--- src/rtl/core/nsr_pkg.sv ---
// Shared types and constants of the NMEA sentence receiver.
// No dependencies; nsr_front, nsr_queue, nsr_back, nsr_emit and the top level import this package.
`timescale 1ns / 1ps
`default_nettype none

package nsr_pkg;

    localparam int unsigned MaxSentence = 128;
    localparam logic [15:0] ClearTimeoutReset = 16'd2000;
    localparam int unsigned QueueDepth = 4;
    localparam int unsigned QueueAw = $clog2(QueueDepth);

    localparam logic [1:0] STATUS_GOOD  = 2'd0;
    localparam logic [1:0] STATUS_BAD   = 2'd1;
    localparam logic [1:0] STATUS_CLEAR = 2'd2;

    localparam logic [1:0] KIND_OTHER = 2'd0;
    localparam logic [1:0] KIND_GGA   = 2'd1;
    localparam logic [1:0] KIND_RMC   = 2'd2;
    localparam logic [1:0] KIND_GLL   = 2'd3;

    typedef enum logic [2:0] {
        CLS_OTHER,
        CLS_DOLLAR,
        CLS_CR,
        CLS_STAR,
        CLS_COMMA,
        CLS_DOT
    } nsr_cls_t;

    typedef struct packed {
        logic       action;
        logic [7:0] data;
        nsr_cls_t   cls;
        logic [3:0] dec;
        logic [3:0] hex;
    } nsr_item_t;

    // ddmm.mmmm kept as degrees, minute digits and fraction
    typedef struct packed {
        logic [9:0]  deg;
        logic [3:0]  min_tens;
        logic [3:0]  min_ones;
        logic [13:0] frac;
    } nsr_pos_t;

    typedef struct packed {
        logic [1:0] status;
        logic [1:0] kind;
        logic       fix;
        nsr_pos_t   lat;
        logic       south;
        nsr_pos_t   lon;
        logic       west;
        logic [6:0] sats;
    } nsr_raw_t;

endpackage

`default_nettype wire

--- src/rtl/core/nsr_if.sv ---
// Channel interfaces of the NMEA sentence receiver: input words, results, config.
// No dependencies.
`timescale 1ns / 1ps
`default_nettype none

interface nsr_rx_if;
    logic       valid;
    logic       ready;
    logic       action;
    logic [7:0] byte_in;
    modport source (output valid, action, byte_in, input ready);
    modport sink   (input valid, action, byte_in, output ready);
endinterface

interface nsr_result_if;
    logic               valid;
    logic               ready;
    logic [1:0]         status;
    logic [1:0]         kind;
    logic               fix_valid;
    logic signed [27:0] latitude;
    logic signed [27:0] longitude;
    logic [6:0]         satellites;
    modport source (output valid, status, kind, fix_valid, latitude, longitude, satellites,
                    input ready);
    modport sink   (input valid, status, kind, fix_valid, latitude, longitude, satellites,
                    output ready);
endinterface

interface nsr_cfg_if;
    logic        valid;
    logic        ready;
    logic [15:0] clear_timeout;
    modport source (output valid, clear_timeout, input ready);
    modport sink   (input valid, clear_timeout, output ready);
endinterface

`default_nettype wire

--- src/rtl/core/nsr_front.sv ---
// Front end: accepts input words and classifies each character.
// Depends on nsr_pkg and nsr_if.
`timescale 1ns / 1ps
`default_nettype none

module nsr_front (
    nsr_rx_if.sink                rx,
    input  logic                  q_ready,
    output logic                  push,
    output nsr_pkg::nsr_item_t    item
);
    import nsr_pkg::*;

    logic [7:0] b;

    assign b        = rx.byte_in;
    assign rx.ready = q_ready;
    assign push     = rx.valid && q_ready;

    always_comb
    begin
        item.action = rx.action;
        item.data   = b;
        unique case (b)
            8'h24:   item.cls = CLS_DOLLAR;
            8'h0D:   item.cls = CLS_CR;
            8'h2A:   item.cls = CLS_STAR;
            8'h2C:   item.cls = CLS_COMMA;
            8'h2E:   item.cls = CLS_DOT;
            default: item.cls = CLS_OTHER;
        endcase
        item.dec = 4'd0;
        item.hex = 4'd0;
        if (b >= 8'h30 && b <= 8'h39)
        begin
            item.dec = 4'(b - 8'h30);
            item.hex = 4'(b - 8'h30);
        end
        else if (b >= 8'h41 && b <= 8'h46)
        begin
            item.hex = 4'(b - 8'h37);
        end
        else if (b >= 8'h61 && b <= 8'h66)
        begin
            item.hex = 4'(b - 8'h57);
        end
    end

endmodule

`default_nettype wire

--- src/rtl/core/nsr_queue.sv ---
// Short queue between front and back end.
// Depends on nsr_pkg.
`timescale 1ns / 1ps
`default_nettype none

module nsr_queue (
    input  logic                  clk,
    input  logic                  rst_n,
    input  logic                  push,
    input  nsr_pkg::nsr_item_t    item_in,
    output logic                  ready,
    output logic                  valid,
    output nsr_pkg::nsr_item_t    item_out,
    input  logic                  pop
);
    import nsr_pkg::*;

    nsr_item_t          mem [QueueDepth];
    logic [QueueAw-1:0] wr_ptr_reg, wr_ptr_next;
    logic [QueueAw-1:0] rd_ptr_reg, rd_ptr_next;
    logic [QueueAw:0]   count_reg, count_next;
    logic               do_push, do_pop;

    assign ready    = count_reg != (QueueAw+1)'(QueueDepth);
    assign valid    = count_reg != '0;
    assign item_out = mem[rd_ptr_reg];
    assign do_push  = push && ready;
    assign do_pop   = pop && valid;

    always_comb
    begin
        wr_ptr_next = do_push ? wr_ptr_reg + 1'b1 : wr_ptr_reg;
        rd_ptr_next = do_pop ? rd_ptr_reg + 1'b1 : rd_ptr_reg;
        count_next  = count_reg;
        if (do_push && !do_pop)
        begin
            count_next = count_reg + 1'b1;
        end
        else if (do_pop && !do_push)
        begin
            count_next = count_reg - 1'b1;
        end
    end

    always_ff @(posedge clk)
    begin
        if (do_push)
        begin
            mem[wr_ptr_reg] <= item_in;
        end
    end

    always_ff @(posedge clk or negedge rst_n)
    begin
        if (!rst_n)
        begin
            wr_ptr_reg <= '0;
            rd_ptr_reg <= '0;
            count_reg  <= '0;
        end
        else
        begin
            wr_ptr_reg <= wr_ptr_next;
            rd_ptr_reg <= rd_ptr_next;
            count_reg  <= count_next;
        end
    end

endmodule

`default_nettype wire

--- src/rtl/core/nsr_back.sv ---
// Back end: sentence state, checksum, field parsing and timeout.
// Depends on nsr_pkg and nsr_if.
`timescale 1ns / 1ps
`default_nettype none

module nsr_back (
    input  logic                  clk,
    input  logic                  rst_n,
    nsr_cfg_if.sink               cfg,
    input  logic                  q_valid,
    input  nsr_pkg::nsr_item_t    q_item,
    output logic                  pop,
    output logic                  raw_valid,
    output nsr_pkg::nsr_raw_t     raw,
    input  logic                  raw_take
);
    import nsr_pkg::*;

    localparam int unsigned FL_VALID = 0;
    localparam int unsigned FL_LAT   = 1;
    localparam int unsigned FL_LON   = 2;
    localparam int unsigned FL_SOUTH = 3;
    localparam int unsigned FL_WEST  = 4;
    localparam int unsigned FL_DOT   = 5;

    typedef enum logic [2:0] {
        ROLE_NONE,
        ROLE_STATUS,
        ROLE_LAT,
        ROLE_NS,
        ROLE_LON,
        ROLE_EW,
        ROLE_SATS
    } role_t;

    typedef struct packed {
        logic [7:0]  rxor;
        logic        star;
        logic [7:0]  fxor;
        logic [3:0]  hex_prev2;
        logic [3:0]  hex_prev;
        logic        prev_comma;
        logic [7:0]  pos;
        logic [4:0]  comma;
        logic [23:0] type_chars;
        nsr_pos_t    lat;
        nsr_pos_t    lon;
        logic [2:0]  frac_digits;
        logic [5:0]  flags;
        logic [6:0]  sat;
    } sent_t;

    function automatic logic [1:0] kind_of(input logic [23:0] t);
        logic [1:0] k;
        k = KIND_OTHER;
        if (t == 24'h474741) k = KIND_GGA;
        if (t == 24'h524D43) k = KIND_RMC;
        if (t == 24'h474C4C) k = KIND_GLL;
        return k;
    endfunction

    function automatic role_t role_of(input logic [1:0] k, input logic [4:0] f);
        role_t r;
        r = ROLE_NONE;
        unique case (k)
            KIND_GGA:
            begin
                case (f)
                    5'd6:    r = ROLE_STATUS;
                    5'd2:    r = ROLE_LAT;
                    5'd3:    r = ROLE_NS;
                    5'd4:    r = ROLE_LON;
                    5'd5:    r = ROLE_EW;
                    5'd7:    r = ROLE_SATS;
                    default: r = ROLE_NONE;
                endcase
            end
            KIND_RMC:
            begin
                case (f)
                    5'd2:    r = ROLE_STATUS;
                    5'd3:    r = ROLE_LAT;
                    5'd4:    r = ROLE_NS;
                    5'd5:    r = ROLE_LON;
                    5'd6:    r = ROLE_EW;
                    default: r = ROLE_NONE;
                endcase
            end
            KIND_GLL:
            begin
                case (f)
                    5'd6:    r = ROLE_STATUS;
                    5'd1:    r = ROLE_LAT;
                    5'd2:    r = ROLE_NS;
                    5'd3:    r = ROLE_LON;
                    5'd4:    r = ROLE_EW;
                    default: r = ROLE_NONE;
                endcase
            end
            default: r = ROLE_NONE;
        endcase
        return r;
    endfunction

    function automatic nsr_pos_t int_digit(input nsr_pos_t p, input logic [3:0] d);
        nsr_pos_t q;
        q.frac = '0;
        if (p.deg >= 10'd100)
        begin
            q.deg      = 10'd999;
            q.min_tens = 4'd9;
            q.min_ones = 4'd9;
        end
        else
        begin
            q.deg      = 10'(p.deg * 10'd10 + 10'(p.min_tens));
            q.min_tens = p.min_tens;
            q.min_tens = p.min_ones;
            q.min_ones = d;
        end
        return q;
    endfunction

    function automatic logic [13:0] frac_add(input logic [13:0] fr, input logic [3:0] d,
                                             input logic [2:0] n);
        logic [13:0] s;
        case (n)
            3'd0:    s = 14'(d) * 14'd1000;
            3'd1:    s = 14'(d) * 14'd100;
            3'd2:    s = 14'(d) * 14'd10;
            default: s = 14'(d);
        endcase
        return fr + s;
    endfunction

    sent_t       s_reg, s_next;
    logic        in_sent_reg, in_sent_next;
    logic [15:0] tick_reg, tick_next;
    logic [15:0] timeout_reg, timeout_next;
    logic        raw_valid_reg, raw_valid_next;
    nsr_raw_t    raw_reg, raw_next;

    logic        produces;
    logic        raw_free;
    logic [1:0]  kind;
    role_t       role;
    logic        first;
    logic        good;
    logic [9:0]  sat_sum;
    nsr_item_t   it;

    assign it        = q_item;
    assign cfg.ready = 1'b1;
    assign raw_valid = raw_valid_reg;
    assign raw       = raw_reg;
    assign kind      = kind_of(s_reg.type_chars);
    assign role      = (s_reg.comma == '0) ? ROLE_NONE : role_of(kind, s_reg.comma);
    assign first     = s_reg.prev_comma;
    assign good      = {s_reg.hex_prev2, s_reg.hex_prev} == s_reg.fxor;
    assign sat_sum   = 10'(s_reg.sat) * 10'd10 + 10'(it.dec);
    assign raw_free  = !raw_valid_reg || raw_take;
    assign produces  = it.action ? (tick_reg >= timeout_reg)
                                 : (it.cls == CLS_CR && in_sent_reg);
    assign pop       = q_valid && (!produces || raw_free);

    always_comb
    begin
        s_next         = s_reg;
        in_sent_next   = in_sent_reg;
        tick_next      = tick_reg;
        timeout_next   = cfg.valid ? cfg.clear_timeout : timeout_reg;
        raw_valid_next = raw_valid_reg && !raw_take;
        raw_next       = raw_reg;

        if (pop)
        begin
            if (it.action)
            begin
                if (produces)
                begin
                    tick_next      = '0;
                    in_sent_next   = 1'b0;
                    s_next         = '0;
                    raw_next       = '0;
                    raw_next.status = STATUS_CLEAR;
                    raw_valid_next = 1'b1;
                end
                else
                begin
                    tick_next = tick_reg + 16'd1;
                end
            end
            else if (it.cls == CLS_DOLLAR)
            begin
                s_next       = '0;
                in_sent_next = 1'b1;
            end
            else if (!in_sent_reg)
            begin
                s_next = s_reg;
            end
            else if (it.cls == CLS_CR)
            begin
                raw_next        = '0;
                raw_next.status = good ? STATUS_GOOD : STATUS_BAD;
                raw_next.kind   = kind;
                raw_next.fix    = good && kind != KIND_OTHER && s_reg.flags[FL_VALID]
                                  && s_reg.flags[FL_LAT] && s_reg.flags[FL_LON];
                raw_next.lat    = s_reg.lat;
                raw_next.south  = s_reg.flags[FL_SOUTH];
                raw_next.lon    = s_reg.lon;
                raw_next.west   = s_reg.flags[FL_WEST];
                raw_next.sats   = (good && kind == KIND_GGA && s_reg.flags[FL_VALID])
                                  ? s_reg.sat : 7'd0;
                raw_valid_next  = 1'b1;
                in_sent_next    = 1'b0;
                tick_next       = '0;
                s_next          = '0;
            end
            else if (s_reg.pos >= 8'(MaxSentence))
            begin
                in_sent_next = 1'b0;
                s_next       = '0;
            end
            else
            begin
                if (!s_reg.star)
                begin
                    if (it.cls == CLS_STAR)
                    begin
                        s_next.star = 1'b1;
                        s_next.fxor = s_reg.rxor;
                    end
                    else
                    begin
                        s_next.rxor = s_reg.rxor ^ it.data;
                        if (it.cls == CLS_COMMA)
                        begin
                            if (s_reg.comma != 5'd31)
                            begin
                                s_next.comma = s_reg.comma + 5'd1;
                            end
                            s_next.frac_digits   = '0;
                            s_next.flags[FL_DOT] = 1'b0;
                        end
                        else
                        begin
                            case (role)
                                ROLE_STATUS:
                                begin
                                    if (first && ((kind == KIND_GGA) ? (it.data != 8'h30)
                                                                     : (it.data == 8'h41)))
                                    begin
                                        s_next.flags[FL_VALID] = 1'b1;
                                    end
                                end
                                ROLE_LAT, ROLE_LON:
                                begin
                                    if (role == ROLE_LAT)
                                    begin
                                        s_next.flags[FL_LAT] = 1'b1;
                                    end
                                    else
                                    begin
                                        s_next.flags[FL_LON] = 1'b1;
                                    end
                                    if (it.cls == CLS_DOT)
                                    begin
                                        s_next.flags[FL_DOT] = 1'b1;
                                    end
                                    else if (!s_reg.flags[FL_DOT])
                                    begin
                                        if (role == ROLE_LAT)
                                        begin
                                            s_next.lat = int_digit(s_reg.lat, it.dec);
                                        end
                                        else
                                        begin
                                            s_next.lon = int_digit(s_reg.lon, it.dec);
                                        end
                                    end
                                    else if (s_reg.frac_digits < 3'd4)
                                    begin
                                        if (role == ROLE_LAT)
                                        begin
                                            s_next.lat.frac = frac_add(s_reg.lat.frac, it.dec,
                                                                       s_reg.frac_digits);
                                        end
                                        else
                                        begin
                                            s_next.lon.frac = frac_add(s_reg.lon.frac, it.dec,
                                                                       s_reg.frac_digits);
                                        end
                                        s_next.frac_digits = s_reg.frac_digits + 3'd1;
                                    end
                                end
                                ROLE_NS:
                                begin
                                    if (first && it.data == 8'h53)
                                    begin
                                        s_next.flags[FL_SOUTH] = 1'b1;
                                    end
                                end
                                ROLE_EW:
                                begin
                                    if (first && it.data == 8'h57)
                                    begin
                                        s_next.flags[FL_WEST] = 1'b1;
                                    end
                                end
                                ROLE_SATS:
                                begin
                                    if (it.cls == CLS_DOT)
                                    begin
                                        s_next.flags[FL_DOT] = 1'b1;
                                    end
                                    else if (!s_reg.flags[FL_DOT])
                                    begin
                                        s_next.sat = (sat_sum > 10'd99) ? 7'd99 : 7'(sat_sum);
                                    end
                                end
                                default:
                                begin
                                    s_next.flags = s_reg.flags;
                                end
                            endcase
                        end
                    end
                end
                if (s_reg.pos >= 8'd2 && s_reg.pos <= 8'd4)
                begin
                    s_next.type_chars = {s_reg.type_chars[15:0], it.data};
                end
                s_next.hex_prev2  = s_reg.hex_prev;
                s_next.hex_prev   = it.hex;
                s_next.prev_comma = it.cls == CLS_COMMA;
                if (s_reg.pos != 8'd255)
                begin
                    s_next.pos = s_reg.pos + 8'd1;
                end
            end
        end
    end

    always_ff @(posedge clk or negedge rst_n)
    begin
        if (!rst_n)
        begin
            s_reg         <= '0;
            in_sent_reg   <= 1'b0;
            tick_reg      <= '0;
            timeout_reg   <= ClearTimeoutReset;
            raw_valid_reg <= 1'b0;
            raw_reg       <= '0;
        end
        else
        begin
            s_reg         <= s_next;
            in_sent_reg   <= in_sent_next;
            tick_reg      <= tick_next;
            timeout_reg   <= timeout_next;
            raw_valid_reg <= raw_valid_next;
            raw_reg       <= raw_next;
        end
    end

endmodule

`default_nettype wire

--- src/rtl/core/nsr_emit.sv ---
// Result stage: converts positions to signed 1e-4 arc-minutes and holds the word.
// Depends on nsr_pkg and nsr_if.
`timescale 1ns / 1ps
`default_nettype none

module nsr_emit (
    input  logic                  clk,
    input  logic                  rst_n,
    input  logic                  raw_valid,
    input  nsr_pkg::nsr_raw_t     raw,
    output logic                  raw_take,
    nsr_result_if.source          result
);
    import nsr_pkg::*;

    localparam logic [29:0] PosLimit = 30'd108000000;

    function automatic logic [27:0] conv(input nsr_pos_t p, input logic neg);
        logic [29:0] v;
        v = 30'(p.deg) * 30'd600000 + 30'(p.min_tens) * 30'd100000
          + 30'(p.min_ones) * 30'd10000 + 30'(p.frac);
        if (v > PosLimit)
        begin
            v = PosLimit;
        end
        return neg ? 28'(-v) : 28'(v);
    endfunction

    logic               valid_reg, valid_next;
    logic [1:0]         status_reg, status_next;
    logic [1:0]         kind_reg, kind_next;
    logic               fix_reg, fix_next;
    logic signed [27:0] lat_reg, lat_next;
    logic signed [27:0] lon_reg, lon_next;
    logic [6:0]         sats_reg, sats_next;
    logic               out_free;

    assign out_free = !valid_reg || result.ready;
    assign raw_take = raw_valid && out_free;

    assign result.valid      = valid_reg;
    assign result.status     = status_reg;
    assign result.kind       = kind_reg;
    assign result.fix_valid  = fix_reg;
    assign result.latitude   = lat_reg;
    assign result.longitude  = lon_reg;
    assign result.satellites = sats_reg;

    always_comb
    begin
        valid_next  = valid_reg && !result.ready;
        status_next = status_reg;
        kind_next   = kind_reg;
        fix_next    = fix_reg;
        lat_next    = lat_reg;
        lon_next    = lon_reg;
        sats_next   = sats_reg;
        if (raw_take)
        begin
            valid_next  = 1'b1;
            status_next = raw.status;
            kind_next   = raw.kind;
            fix_next    = raw.fix;
            lat_next    = raw.fix ? signed'(conv(raw.lat, raw.south)) : '0;
            lon_next    = raw.fix ? signed'(conv(raw.lon, raw.west)) : '0;
            sats_next   = raw.sats;
        end
    end

    always_ff @(posedge clk or negedge rst_n)
    begin
        if (!rst_n)
        begin
            valid_reg  <= 1'b0;
            status_reg <= '0;
            kind_reg   <= '0;
            fix_reg    <= 1'b0;
            lat_reg    <= '0;
            lon_reg    <= '0;
            sats_reg   <= '0;
        end
        else
        begin
            valid_reg  <= valid_next;
            status_reg <= status_next;
            kind_reg   <= kind_next;
            fix_reg    <= fix_next;
            lat_reg    <= lat_next;
            lon_reg    <= lon_next;
            sats_reg   <= sats_next;
        end
    end

endmodule

`default_nettype wire

--- src/rtl/core/nmea_sentence_receiver_unit.sv ---
// NMEA sentence receiver, top level.
// Depends on nsr_pkg, nsr_if, nsr_front, nsr_queue, nsr_back and nsr_emit.
//
// Channels: rx takes one word per handshake, either a received character
// (action 0, byte_in) or one timer tick (action 1). result gives one word per
// CR that ends a sentence (checksum status, sentence kind, fix flag, signed
// latitude and longitude in 1e-4 arc-minutes, GGA satellite count) and one
// clear word (status 2) when the tick count reaches clear_timeout. cfg writes
// clear_timeout; it is always ready and takes effect on the next word.
// Throughput: one rx word per cycle while result.ready stays high. A CR word
// passes through the four-entry queue, the sentence state update in the back
// end, then the position conversion into the output register.
// Reset: empty queue and output, hunting for '$', clear_timeout back to 2000.
// No clearing pass; the block takes words in the first cycle after reset.
// Stall: while result.ready is low the output word holds, one more result
// waits in the back end, and words without a result keep flowing until the
// queue fills; then rx.ready drops.
`timescale 1ns / 1ps
`default_nettype none

module nmea_sentence_receiver_unit (
    input  logic         clk,
    input  logic         rst_n,
    nsr_rx_if.sink       rx,
    nsr_cfg_if.sink      cfg,
    nsr_result_if.source result
);
    import nsr_pkg::*;

    nsr_item_t front_item;
    nsr_item_t q_item;
    logic      push;
    logic      q_ready;
    logic      q_valid;
    logic      pop;
    logic      raw_valid;
    logic      raw_take;
    nsr_raw_t  raw;

    nsr_front u_front (
        .rx      (rx),
        .q_ready (q_ready),
        .push    (push),
        .item    (front_item)
    );

    nsr_queue u_queue (
        .clk      (clk),
        .rst_n    (rst_n),
        .push     (push),
        .item_in  (front_item),
        .ready    (q_ready),
        .valid    (q_valid),
        .item_out (q_item),
        .pop      (pop)
    );

    nsr_back u_back (
        .clk       (clk),
        .rst_n     (rst_n),
        .cfg       (cfg),
        .q_valid   (q_valid),
        .q_item    (q_item),
        .pop       (pop),
        .raw_valid (raw_valid),
        .raw       (raw),
        .raw_take  (raw_take)
    );

    nsr_emit u_emit (
        .clk       (clk),
        .rst_n     (rst_n),
        .raw_valid (raw_valid),
        .raw       (raw),
        .raw_take  (raw_take),
        .result    (result)
    );

endmodule

`default_nettype wire
--- src/flat_wrapper.sv ---
// flat-port wrapper written by rule: the top's interface ports become plain ports
module nmea_sentence_receiver_unit_flat import nsr_pkg::*;
  (clk, rst_n, rx_valid, rx_action, rx_byte_in, rx_ready, cfg_valid, cfg_clear_timeout, cfg_ready, result_valid, result_status, result_kind, result_fix_valid, result_latitude, result_longitude, result_satellites, result_ready);
  nsr_rx_if rx_i ();
  nsr_cfg_if cfg_i ();
  nsr_result_if result_i ();
  input  logic clk;
  input  logic rst_n;
  input wire logic [$bits(rx_i.valid)-1:0] rx_valid;
  input wire logic [$bits(rx_i.action)-1:0] rx_action;
  input wire logic [$bits(rx_i.byte_in)-1:0] rx_byte_in;
  output wire logic [$bits(rx_i.ready)-1:0] rx_ready;
  input wire logic [$bits(cfg_i.valid)-1:0] cfg_valid;
  input wire logic [$bits(cfg_i.clear_timeout)-1:0] cfg_clear_timeout;
  output wire logic [$bits(cfg_i.ready)-1:0] cfg_ready;
  output wire logic [$bits(result_i.valid)-1:0] result_valid;
  output wire logic [$bits(result_i.status)-1:0] result_status;
  output wire logic [$bits(result_i.kind)-1:0] result_kind;
  output wire logic [$bits(result_i.fix_valid)-1:0] result_fix_valid;
  output wire logic [$bits(result_i.latitude)-1:0] result_latitude;
  output wire logic [$bits(result_i.longitude)-1:0] result_longitude;
  output wire logic [$bits(result_i.satellites)-1:0] result_satellites;
  input wire logic [$bits(result_i.ready)-1:0] result_ready;
  assign rx_i.valid = rx_valid;
  assign rx_i.action = rx_action;
  assign rx_i.byte_in = rx_byte_in;
  assign rx_ready = rx_i.ready;
  assign cfg_i.valid = cfg_valid;
  assign cfg_i.clear_timeout = cfg_clear_timeout;
  assign cfg_ready = cfg_i.ready;
  assign result_valid = result_i.valid;
  assign result_status = result_i.status;
  assign result_kind = result_i.kind;
  assign result_fix_valid = result_i.fix_valid;
  assign result_latitude = result_i.latitude;
  assign result_longitude = result_i.longitude;
  assign result_satellites = result_i.satellites;
  assign result_i.ready = result_ready;
  nmea_sentence_receiver_unit u_core (.clk(clk), .rst_n(rst_n), .rx(rx_i), .cfg(cfg_i), .result(result_i));
endmodule
--- config.mk ---
export PLATFORM = sky130hd
export DESIGN_NAME = nmea_sentence_receiver_unit_flat
export DESIGN_NICKNAME = d
export VERILOG_FILES = /design/src/rtl/core/nsr_pkg.sv /design/src/rtl/core/nsr_if.sv /design/src/rtl/core/nsr_front.sv /design/src/rtl/core/nsr_queue.sv /design/src/rtl/core/nsr_back.sv /design/src/rtl/core/nsr_emit.sv /design/src/rtl/core/nmea_sentence_receiver_unit.sv /design/src/flat_wrapper.sv
export SDC_FILE = /design/constraint.sdc
export NUM_CORES = 1
export LEC_CHECK = 0
export ABC_CLOCK_PERIOD_IN_PS = 9450
export BUFFER_PORTS_ARGS = -buffer_cell sky130_fd_sc_hd__buf_2
export CORE_ASPECT_RATIO = 0.5
export CORE_MARGIN = 2
export CORE_UTILIZATION = 45
export CTS_CLUSTER_DIAMETER = 150
export DETAILED_ROUTE_END_ITERATION = 8
export SLEW_MARGIN = 20
export SYNTH_ARGS = -nofsm -noshare
export SYNTH_HDL_FRONTEND = slang
export SYNTH_SLANG_ARGS = --single-unit
--- constraint.sdc ---
create_clock -name clk -period 9.45 [get_ports clk]
set_input_delay 1.89 -clock clk [delete_from_list [all_inputs] [get_ports clk]]
set_output_delay 1.89 -clock clk [all_outputs]
set_load 0.02 [all_outputs]
* Yosys cells after proc, flatten, opt, wreduce, memory -nomap -nowiden
Memories as Yosys holds them, arrays and structs flattened.
Cells that the tools add are included.
** Storage, ports and cells
- Register bits after elaboration :: 331
- Bits in latches :: 0
- Bits in writable memories :: 80
- ROM bits :: 0
- Bits of input ports :: 30
- Logic and storage cells :: 374
- Memories kept :: 1
** Memories
- u_core.u_queue.mem :: depth 4, bits a word 20, read ports 1, clocked after memory_dff 0, wr ports 1, line nsr_queue.sv:18 : nsr_item_t mem [QueueDepth];
** Cells by class
- Add/subtract/negate cells :: 24
- Multiply operators :: 12
- Div/mod/pow operators :: 0
- $lt $le $gt $ge :: 16
- Equality and inequality tests :: 52
- Shift-type cells :: 0
- Muxes and demuxes :: 131
- Bitwise logic cells :: 1
- Reductions and logical operators :: 84
** Operators with widths (count)
- $mux W143 :: 6
- $mux W14 :: 33
- $mux W78 :: 5
- $mux W28 :: 8
- $mux W80 :: 2
- $mux W67 :: 2
- $mux W16 :: 5
- $eq A24 B23 Y1 const B :: 3
- $mux W18 :: 4
- $reduce_bool A5 Y1 :: 14
- $mux W32 :: 2
- $mux W64 :: 1
- $add A30 B14 Y30 :: 2
- $add A30 B18 Y30 :: 2
- $add A30 B21 Y30 :: 2
- $gt A30 B27 Y1 const B :: 2
- $neg A28 Y28 :: 2
- $mul A10 B14 Y24 const B :: 2
- $pmux W3 S5 :: 3
- $pmux W14 S3 :: 1
- $reduce_and A8 Y1 :: 5
- $reduce_bool A6 Y1 :: 6
- $mux W7 :: 5
- $mux W17 :: 2
- 78 further kinds :: 201

* Depth between registers and ports, before layout
Gate-level depths: netlist of the first run.
- Word-level depth :: 36
- Gate-level depth with buffers :: 42
- Depth with buffers taken out :: 39

* Modules after synthesis
A second synthesis of the first run with hierarchy kept.
** Second synthesis, totals
- Cell total of the unflattened synthesis :: 3605
- Area, all modules :: 34212.8 um^2
** By module, submodules not included
- nsr_back :: instances 1, cells an instance 1646, area each 15574.9 um^2, sequential area each 6388.6 um^2
- nsr_emit :: instances 1, cells an instance 1770, area each 14969.4 um^2, sequential area each 1726.7 um^2
- nsr_queue :: instances 1, cells an instance 139, area each 3304.4 um^2, sequential area each 2577.5 um^2
- nsr_front :: instances 1, cells an instance 50, area each 364.1 um^2, sequential area each 0.0 um^2

* Worst setup path after synthesis of the first run
OpenSTA, ideal clock, no wires.
- Path type :: reg2reg
- Start point :: register u_core.u_back.raw_reg (netlist bit u_core.u_back.raw[37])
- End point :: register u_core.u_emit.lon_reg[26], in the netlist u_core.u_emit.result.longitude[26]
- Data arrival time :: 9485 ps
- Data required time :: 9367 ps
- Slack :: -117 ps
- Stages on the path, launching flop included :: 40
- Buffers on the path :: 2
- Clock period less this slack :: 9567 ps
- Cell sequence :: dfrtp_1 inv_1 fa_1 inv_1 fa_1 inv_1 fa_1 inv_1 fa_1 fa_1 ha_1 nand2_1 a21oi_1 o21ai_0 nand2_1 xor2_1 fa_1 ha_1 [... 4 more ...] a21boi_0 nor2_1 and3_1 a22oi_1 a221oi_2 buf_2 buf_2 nand2_1 ha_1 nand2_1 nor3_1 nand3_1 or4b_2 nor3_1 nor2b_1 nand4_1 mux2_2 o21ai_0
** On the way
- Longest elaborated chain between the ends :: 10
** RTL lines
- start, declared :: line nsr_back.sv:141 : nsr_raw_t raw_reg, raw_next;
- start signal, assigned :: line nsr_back.sv:363 : raw_reg <= raw_next;
- $mul A10 B14 Y24 * :: line nsr_emit.sv:20 : v = 30'(p.deg) * 30'd600000 + 30'(p.min_tens) * 30'd100000
- $add A30 B21 Y30 * :: line nsr_emit.sv:20
- $add A30 B18 Y30 * :: line nsr_emit.sv:21 : + 30'(p.min_ones) * 30'd10000 + 30'(p.frac);
- $add A30 B14 Y30 * :: line nsr_emit.sv:21
- $gt A30 B27 Y1 :: line nsr_emit.sv:22 : if (v > PosLimit)
- $mux W28 * :: line nsr_emit.sv:22
- $mux W28 * :: line nsr_emit.sv:58 : if (raw_take)
- $neg A28 Y28 :: line nsr_emit.sv:26 : return neg ? 28'(-v) : 28'(v);
- $mux W28 * :: line nsr_emit.sv:26
- $mux W28 * :: line nsr_emit.sv:65 : lon_next = raw.fix ? signed'(conv(raw.lon, raw.west)) : '0;
- end signal, assigned :: line nsr_emit.sv:89 : lon_reg <= lon_next;
- end, declared :: line nsr_emit.sv:34 : logic signed [27:0] lon_reg, lon_next;
Mark *: on every way between the ends. The rest lies on a longest branch, timed or not. The select of a mux whose other input is x is not followed.
A chain may end at the register's enable or synchronous reset.

* Final worst setup path of the first run
- Start point :: register u_core.u_back.raw_reg (netlist bit u_core.u_back.raw[72])
- End point :: register u_core.u_emit.lat_reg[24], in the netlist u_core.u_emit.result.latitude[24]
** On the way
- Longest elaborated chain between the ends :: 10
** RTL lines
- $mul A10 B14 Y24 * :: line nsr_emit.sv:20
- $add A30 B21 Y30 * :: line nsr_emit.sv:20
- $add A30 B18 Y30 * :: line nsr_emit.sv:21
- $add A30 B14 Y30 * :: line nsr_emit.sv:21
- $gt A30 B27 Y1 :: line nsr_emit.sv:22
- $mux W28 * :: line nsr_emit.sv:22
- $mux W28 * :: line nsr_emit.sv:58
- $neg A28 Y28 :: line nsr_emit.sv:26
- $mux W28 * :: line nsr_emit.sv:26
- $mux W28 * :: line nsr_emit.sv:64 : lat_next = raw.fix ? signed'(conv(raw.lat, raw.south)) : '0;
- end signal, assigned :: line nsr_emit.sv:88 : lat_reg <= lat_next;
- end, declared :: line nsr_emit.sv:33 : logic signed [27:0] lat_reg, lat_next;
Marks and branches as above.

==> results of run 1 <==
==> path summary, 6_finish.rpt <==
check	from	endpoint	slack, ns
worst max register to register	u_core.u_back.raw[72]	u_core.u_emit.result.latitude[24]	0.41
min in group asynchronous	rst_n	u_core.u_back.tick_reg[10]	1.39
worst min register to register	u_core.u_emit.result.latitude[26]	u_core.u_emit.result.latitude[26]	0.47
worst max-delay path	u_core.u_back.raw[72]	u_core.u_emit.result.latitude[24]	0.41
worst min-delay path	u_core.u_emit.result.latitude[26]	u_core.u_emit.result.latitude[26]	0.47
max in group asynchronous	rst_n	u_core.u_back.s_reg[41]	6.58
==> worst reg2reg max path, delay by kind of cell, from the launching register on <==
kind                       cells  cell delay, ns
DFF                            1            0.40
AOI/OAI and AO/OA              6            0.94
muxes                          1            0.19
and+or+nand+nor               14            2.73
xor gates and xnor gates       1            0.17
buffers and inverters          5            0.52
adders and majority gates     10            4.02
==> area by class of cell <==
class,instances,area [um2]
fillers,6528,34900
well taps,958,1200
clock inverters,20,244
multi-input cells,2590,21000
inverters,296,1110
clock buffers,58,1190
repair buffers,199,1260
flip-flops and latches,411,10700
==> stage by stage <==
stage / instances / TNS [ns]
finish: 4532 / 0
detailed placement: 4447 / -0.537
CTS: 4525 / 0
global route: 4532 / -0.320
floorplan: 3412 / -0.0146
global placement: 4447 / 0
==> routing by layer <==
metal / vias to the layer above / part of all wire / track usage
met3: 60 / 0.056 / 0.0461
met1: 12200 / 0.52 / 0.338
met4: 0 / 0.013 / 0.0360
met2: 454 / 0.41 / 0.318
li1: 12500 / - / -
met5: - / 0 / 0
==> placed cells by master (no fill, tap or decap), types with 16 or more instances in the layout <==
cell | Yosys | routed
a31oi_1 | 18 | 18
buf_4 | 1 | 100
and3_1 | 44 | 42
o21bai_1 | 22 | 22
a22o_1 | 101 | 101
dfrtp_1 | 325 | 325
o31ai_1 | 38 | 37
mux2i_1 | 19 | 19
a211oi_1 | 22 | 18
ha_1 | 406 | 399
nor2b_1 | 32 | 29
nand2b_1 | 35 | 35
o211ai_1 | 16 | 16
nand4_1 | 18 | 18
clkbuf_16 | 0 | 44
nand3_1 | 89 | 85
a21oi_1 | 163 | 155
o21ai_0 | 255 | 247
fa_1 | 130 | 128
inv_1 | 296 | 295
nand2_1 | 371 | 368
o22ai_1 | 18 | 18
xor2_1 | 71 | 67
a21o_1 | 64 | 64
mux4_2 | 20 | 20
xnor2_1 | 123 | 123
buf_2 | 5 | 98
or2_2 | 24 | 24
edfxtp_1 | 80 | 80
and2_1 | 28 | 26
nor2_1 | 131 | 128
nor3_1 | 49 | 45
==> cells by family (layout without fill, tap and decap cells) <==
kind of cell | count (synthesis) | count (layout)
fa+ha+maj | 536 | 536
other cells | 1 | 1
buf+inv | 411 | 573
simple gates | 925 | 925
flops | 411 | 411
compound gates | 884 | 884
mux | 50 | 50
xor+xnor | 194 | 194
==> repair_timing <==
item / in CTS / in global routing
buffers inserted: 0 / 7
pin swaps: 0 / 22
endpoints found under the setup margin: 6 / 12
gates resized for setup: 7 / 73
==> impl_metrics.json, run 1 <==
{
  "status": "complete, no violations",
  "rsz0062_at_grt": "true",
  "layout_setup_ws_ns": 0.408,
  "vias": 25300,
  "synth_cell_types": 96,
  "cts.path.max_buffers": 3,
  "syn_area_per_cell_um2": 9.62,
  "drc": 0,
  "initial_core_util": 0.459,
  "ant_nets": 0,
  "yosys.area_share.adder": 0.234,
  "synth_warnings": 0,
  "gp_congestion": 0.867,
  "dieHeight_um": 195,
  "syn_inst": 3412,
  "synth_edf_count": 80,
  "cts_root_buffer": "clkbuf_16",
  "drtIter0Drc": 1707,
  "grt_max_degree": 111,
  "hold-worst-slack_ns": 0.471,
  "largest_reg_flops": 142,
  "cp.arrival_ns": 9.57,
  "overflow": 0,
  "synth.mux.area_fraction": 0.0233,
  "hold_class": "flop to flop",
  "worstSkewPairLatency_ns": 0.61,
  "grt_pass1_vias": 24300,
  "crit_fanout": 5,
  "end_kind": "flop",
  "tightest_slew_ns": 1.07,
  "synthArstFlopShare": 0.805,
  "fin_util": 0.513,
  "cpMostUsedCell": "fa_1",
  "port_buffers": 99,
  "core_mm2": 0.0716,
  "hpwl_um": 62300,
  "period_share": 0.957,
  "fin_skew_ns": 0.0256,
  "synth_flop_cell": "dfrtp_1",
  "layout-drive-gt1-share": 0.118,
  "drv_slew": 0,
  "required_ns": 9.98,
  "max_freq_ghz": 0.111,
  "firstDrtPassIters": 5,
  "criticalPathCategory": "flop to flop",
  "synth-seq-area-share": 0.326,
  "syn-num-nets": 3978,
  "cp-start-kind": "flop",
  "synth-compound-area-share": 0.179,
  "synth_top_cell_area_share": 0.248,
  "slew_headroom": 0.286,
  "synthXorXnorAreaFrac": 0.0518,
  "htree_levels": 2,
  "synth_area_leaders": "dfrtp_1, ha_1, fa_1",
  "synthSimpleGateAreaFrac": 0.138,
  "synth_top_family_by_area": "adder cells",
  "synth_commonest_cells": "ha_1, nand2_1, dfrtp_1",
  "synth_area_leader_cell": "dfrtp_1",
  "postLayoutCellArea_mm2": 0.0367,
  "rows": 69,
  "drv_cap": 0,
  "hold_viol": 0,
  "die-area_mm2": 0.0752,
  "path_clk_slew_ns": 0.07,
  "gr-usage-all-layers": 0.219,
  "synth-seq-cells": 411,
  "hold_depth": 2,
  "crit_slowest_cell": "fa_1",
  "min_period_ns": 9.04,
  "crit_cells": 37,
  "via_per_inst": 5.57,
  "reg2reg_depth": 37,
  "preCtsSetupSlack_ns": -0.191,
  "totalWireLength_um": 82300,
  "grt_pass1_wl_um": 133000,
  "cts_tree": "done",
  "die_width_um": 386,
  "areaGrowthSynthToFinish_pct": 11.8,
  "cp_slowest_stage_delay_ns": 0.59,
  "dpl_cell_area_mm2": 0.0348,
  "hold_buffers": 0,
  "syn_area_mm2": 0.0328,
  "diodes": 0,
  "ios": 101,
  "setup_viol": 0,
  "cts_made_buffers": 42,
  "clock_sinks": 411,
  "path_buf_inv": 5,
  "post_drt_wl_per_cell_um": 18.2,
  "antenna_found_initial": 0,
  "nNetsFinal": 4106,
  "cp_top_family": "adder cells",
  "synthMostInstantiatedCell": "ha_1"
}
Power of run 1 is left out: the tool's default activity adds up to more than one toggle a clock period on the data nets, which glitch-free logic cannot reach.
==> inputs of run 2 (changes only) <==
CELL_PAD_IN_SITES_DETAIL_PLACEMENT = 0   (was not set)
CELL_PAD_IN_SITES_GLOBAL_PLACEMENT = 1   (was not set)
GPL_TIMING_DRIVEN = 0   (was not set)
PLACE_DENSITY_LB_ADDON = 0.1   (was not set)
SYNTH_HIERARCHICAL = 1   (was not set)
==> run 2 against run 1 <==
Compared with the run above: flip-flop and latch count did not move; global-route usage is 1.7 points higher; core utilization rose by 1.4 points; first-iteration DRC count up 7.3%; via count grew 8.1%; critical path depth is 1 lower; clock-buffer cell count shrank 3; synthesized cell count is 5.7% higher; cell count rose by 8.0%; register-to-register slack worse by 0.06 ns.
==> impl_metrics.json, run 2 <==
{
  "status": "complete, no violations",
  "slew_headroom": 0.220,
  "final_common_cell": "nand2_1",
  "totalWireLength_um": 93300,
  "gp_congestion": 0.876,
  "tightest_slew_ns": 1.17,
  "die_width_um": 394,
  "synth_edf_count": 80,
  "vias": 27300,
  "hold_buffers": 0,
  "crit_fanout": 8,
  "wl_met3_um": 4170,
  "die-area_mm2": 0.0784,
  "diodes": 0,
  "firstDrtPassIters": 6,
  "dpl_cell_area_mm2": 0.0361,
  "overflow": 0,
  "hold_viol": 0,
  "synth_area_leader_cell": "dfrtp_1",
  "max_freq_ghz": 0.110,
  "gr-usage-all-layers": 0.236,
  "synth_cell_types": 121,
  "core_mm2": 0.0752,
  "cpMostUsedCell": "fa_1",
  "synthArstFlopShare": 0.805,
  "cts_made_buffers": 42,
  "areaGrowthSynthToFinish_pct": 15.7,
  "synthMostInstantiatedCell": "ha_1",
  "drv_slew": 0,
  "syn_area_per_cell_um2": 9.49,
  "criticalPathCategory": "flop to flop",
  "synth-seq-cells": 411,
  "layout_setup_ws_ns": 0.346,
  "via_per_inst": 5.58,
  "setup_viol": 0,
  "dieHeight_um": 199,
  "rows": 71,
  "wl_met1_um": 48300,
  "fin_skew_ns": 0.0464,
  "path_clk_slew_ns": 0.07,
  "nNetsFinal": 4408,
  "synth_flop_cell": "dfrtp_1",
  "syn-num-nets": 4170,
  "largest_reg_flops": 142,
  "cts_tree": "done",
  "port_buffers": 97,
  "grt_pass1_wl_um": 148000,
  "cp_top_family": "adder cells",
  "cts.path.max_buffers": 3,
  "period_share": 0.963,
  "ios": 101,
  "ant_nets": 0,
  "drv_cap": 0,
  "cp-start-kind": "flop",
  "drtIter0Drc": 1831,
  "hold_class": "flop to flop",
  "drc": 0,
  "clock_sinks": 411,
  "syn_area_mm2": 0.0342,
  "required_ns": 9.94,
  "synth_area_leaders": "dfrtp_1, ha_1, fa_1",
  "initial_core_util": 0.455,
  "worstSkewPairLatency_ns": 0.62,
  "syn_inst": 3605,
  "cp.arrival_ns": 9.59,
  "antenna_found_initial": 2,
  "cts_root_buffer": "clkbuf_16",
  "postLayoutCellArea_mm2": 0.0396,
  "post_drt_wl_per_cell_um": 19.1,
  "htree_levels": 2,
  "preCtsSetupSlack_ns": -1.48,
  "layout-drive-gt1-share": 0.160,
  "top_layer": "met4",
  "end_kind": "flop",
  "hpwl_um": 71400,
  "synth_top_cell_area_share": 0.238,
  "synth-seq-area-share": 0.313,
  "hold-worst-slack_ns": 0.473,
  "dr_wl_met2_um": 39700,
  "cp_slowest_stage_delay_ns": 0.57,
  "min_period_ns": 9.10,
  "grt_max_degree": 91,
  "path_buf_inv": 8,
  "grt_pass1_vias": 26000,
  "crit_slowest_cell": "or4b_4",
  "synth_warnings": 6,
  "synth_commonest_cells": "ha_1, nand2_1, inv_1",
  "layout_common_cells": "nand2_1, ha_1, inv_1, dfrtp_1, o21ai_0"
}
[run 2: cell types whose count changed after synthesis, moves of 19 or more]
cell,delta
xnor2_1,-23
nand4_1,+21
buf_2,+21
a22o_1,-56
nand2b_1,+52
nor2_1,+25
nand2_1,+19
inv_1,+38
[run 2: metrics by stage]
| step | utilization | TNS, ns | std cells |
|---|---|---|---|
| floorplan | - | 0 | 3605 |
| global placement | 0.478 | -156.39 | 4724 |
| detailed placement | 0.480 | -17.09 | 4729 |
| CTS | 0.513 | 0 | 4852 |
| global route | 0.526 | -0.0940 | 4896 |
| finish | 0.526 | 0 | 4896 |
[run 2: layer usage]
layer  GRT usage  vias up
li1            -    13300
met1       0.365    13400
met2       0.357      573
met3      0.0306       76
met4      0.0366        0
met5           0        -
[run 2: final cells by class]
class,instances,area (um2)
fillers,7031,35700
repair buffers,200,1370
well taps,1022,1280
flip-flops and latches,411,10700
clock buffers,55,1170
inverters,334,1250
clock inverters,20,303
multi-input cells,2722,22800
plain buffers,132,697
[run 2: tightest hold or removal path, cell delays in order, from the launching register on]
cell	delay, ns
dfrtp_1	0.34
nand2_1	0.05
nand2_1	0.05
[run 2: final timing paths]
check,from,end,depth (start not counted),slack (ns)
worst max-delay path,u_core/u_back/raw[36],u_core/u_emit/result.longitude[26],36,0.35
worst min register to register,u_core/u_back/raw[77],u_core/u_emit/result.status[1],2,0.47
max in group asynchronous,rst_n,u_core/u_emit/result.latitude[17],3,7.12
worst min-delay path,u_core/u_back/raw[77],u_core/u_emit/result.status[1],2,0.47
worst max register to register,u_core/u_back/raw[36],u_core/u_emit/result.longitude[26],36,0.35
min in group asynchronous,rst_n,u_core/u_back/timeout_reg[15],1,1.13
[run 2: cell families (layout without fill, tap and decap cells)]
group	after synthesis	after routing	synth area share
flops	411	411	0.313
other cells	1	1	0.000110
buf+inv	472	741	0.0566
compound gates	851	851	0.169
simple gates	1077	1077	0.160
mux	71	71	0.0294
fa+ha+maj	535	535	0.224
xor+xnor	187	187	0.0483
[run 2: what timing repair did]
action                     CTS  global route
resized for setup          126           121
setup endpoints to repair   26            19
pin swaps                   47           112
setup buffers               52            46
Power of run 2 is left out for the same reason.
==> inputs of run 3 (changes only) <==
CORE_MARGIN = not set   (was 2)
==> run 3 against run 2 <==
Compared with the run above: worst hold slack worse by 0.0029 ns; fmax is 2.0% lower; clock skew is 0.018 ns lower; flip-flop and latch count stayed put; clock-buffer cell count is 2 lower; global-route usage is 0.51 points higher; sequential share of layout area is 0.063 points lower; cell area is 0.23% higher; via count is 0.42% lower; core utilization is 0.19 points higher.
==> impl_metrics.json, run 3 (synthesized netlist as in run 2, its figures left out) <==
{
  "grt_max_degree": 88,
  "htree_levels": 2,
  "clock_sinks": 411,
  "fillers": 7008,
  "core_mm2": 0.0752,
  "drc": 0,
  "period_share": 0.983,
  "post_layout_nonfiller_instances": 4901,
  "cts_tree": "done",
  "required_ns": 9.93,
  "drv_cap": 0,
  "post_drt_wl_per_cell_um": 19.1,
  "cp-start-kind": "flop",
  "ios": 101,
  "largest_reg_flops": 142,
  "port_buffers": 97,
  "fin_util": 0.528,
  "path_buf_inv": 3,
  "cp_top_family": "adder cells",
  "drtIter0Drc": 1968,
  "max_freq_ghz": 0.108,
  "drv_slew": 0,
  "nNetsFinal": 4410,
  "die-area_mm2": 0.0772,
  "cts.path.max_buffers": 3,
  "hpwl_um": 71400,
  "grt_pass1_vias": 26400,
  "die_width_um": 392,
  "ant_nets": 0,
  "hold_class": "flop to flop",
  "grt_pass1_wl_um": 148000,
  "criticalPathCategory": "flop to flop",
  "vias": 27200,
  "path_clk_slew_ns": 0.07,
  "diodes": 0,
  "dp.cells": 4728,
  "hold-worst-slack_ns": 0.470,
  "tightest_slew_ns": 1.20,
  "areaGrowthSynthToFinish_pct": 16.0,
  "overflow": 0,
  "slew_headroom": 0.203,
  "worstSkewPairLatency_ns": 0.61,
  "status": "complete, no violations",
  "cp_slowest_stage_delay_ns": 0.60,
  "hold_viol": 0,
  "rows": 71,
  "totalWireLength_um": 93700,
  "crit_slowest_cell": "fa_2",
  "initial_core_util": 0.455,
  "fin_skew_ns": 0.0288,
  "min_period_ns": 9.29,
  "preCtsSetupSlack_ns": -1.46,
  "layout_setup_ws_ns": 0.162,
  "gp_congestion": 0.879,
  "cp.arrival_ns": 9.77,
  "gr-usage-all-layers": 0.241,
  "cts_made_buffers": 42,
  "dieHeight_um": 197,
  "setup_viol": 0,
  "layout_common_cells": "nand2_1, ha_1, inv_1, dfrtp_1, o21ai_0",
  "antenna_found_initial": 1,
  "layout-drive-gt1-share": 0.154,
  "end_kind": "flop",
  "firstDrtPassIters": 6,
  "final_common_cell": "nand2_1",
  "via_per_inst": 5.55,
  "crit_fanout": 8,
  "cts_root_buffer": "clkbuf_16"
}
## run 3: layout make-up
| class | instances | area (um2) | area share |
|---|---|---|---|
| multi-input cells | 2723 | 22700 | 0.573 |
| flip-flops and latches | 411 | 10700 | 0.270 |
| clock buffers | 53 | 1150 | 0.0291 |
| repair buffers | 203 | 1400 | 0.0352 |
| plain buffers | 130 | 672 | 0.0169 |
| inverters | 334 | 1250 | 0.0316 |
| clock inverters | 25 | 459 | 0.0116 |
| well taps | 1022 | 1280 | 0.0322 |
## run 3: layer usage
metal	vias up	track usage	part of all wire
met3	84	0.0381	0.050
met2	547	0.356	0.42
met4	0	0.0460	0.015
met5	-	0	0
met1	13200	0.371	0.51
li1	13300	-	-
## run 3: tightest hold or removal path, delay by kind of cell (launching register included)
family | cells | cell delay (ns)
AND/OR/NAND/NOR | 2 | 0.10
flip-flops | 1 | 0.34
## run 3: timing repair
item | in CTS | in global routing
hold buffers | 0 | 0
pin swaps | 40 | 83
setup endpoints to repair | 25 | 18
resized for setup | 121 | 106
setup buffers | 46 | 54
gates cloned | 0 | 2
## run 3: through the flow
step	setup TNS (ns)	area [um2]
finish	0	39700
floorplan	0	34200
CTS	0	38600
global route	-0.425	39700
global placement	-110.46	36000
detailed placement	-16.67	36100
## run 3: final timing paths
kind                            slack [ns]                                 end                          startpoint  depth (start not counted)
worst max-delay path                  0.16   u_core/u_emit/result.latitude[26]               u_core/u_back/raw[65]                         36
worst min-delay path                  0.47  u_core/u_emit/result.satellites[5]  u_core/u_emit/result.satellites[5]                          2
worst max register to register        0.16   u_core/u_emit/result.latitude[26]               u_core/u_back/raw[65]                         36
worst min register to register        0.47  u_core/u_emit/result.satellites[5]  u_core/u_emit/result.satellites[5]                          2
max in group asynchronous             7.42             u_core/u_back/s_reg[91]                               rst_n                          2
min in group asynchronous             1.17  u_core/u_emit/result.longitude[27]                               rst_n                          1
Power of run 3 is left out for the same reason.
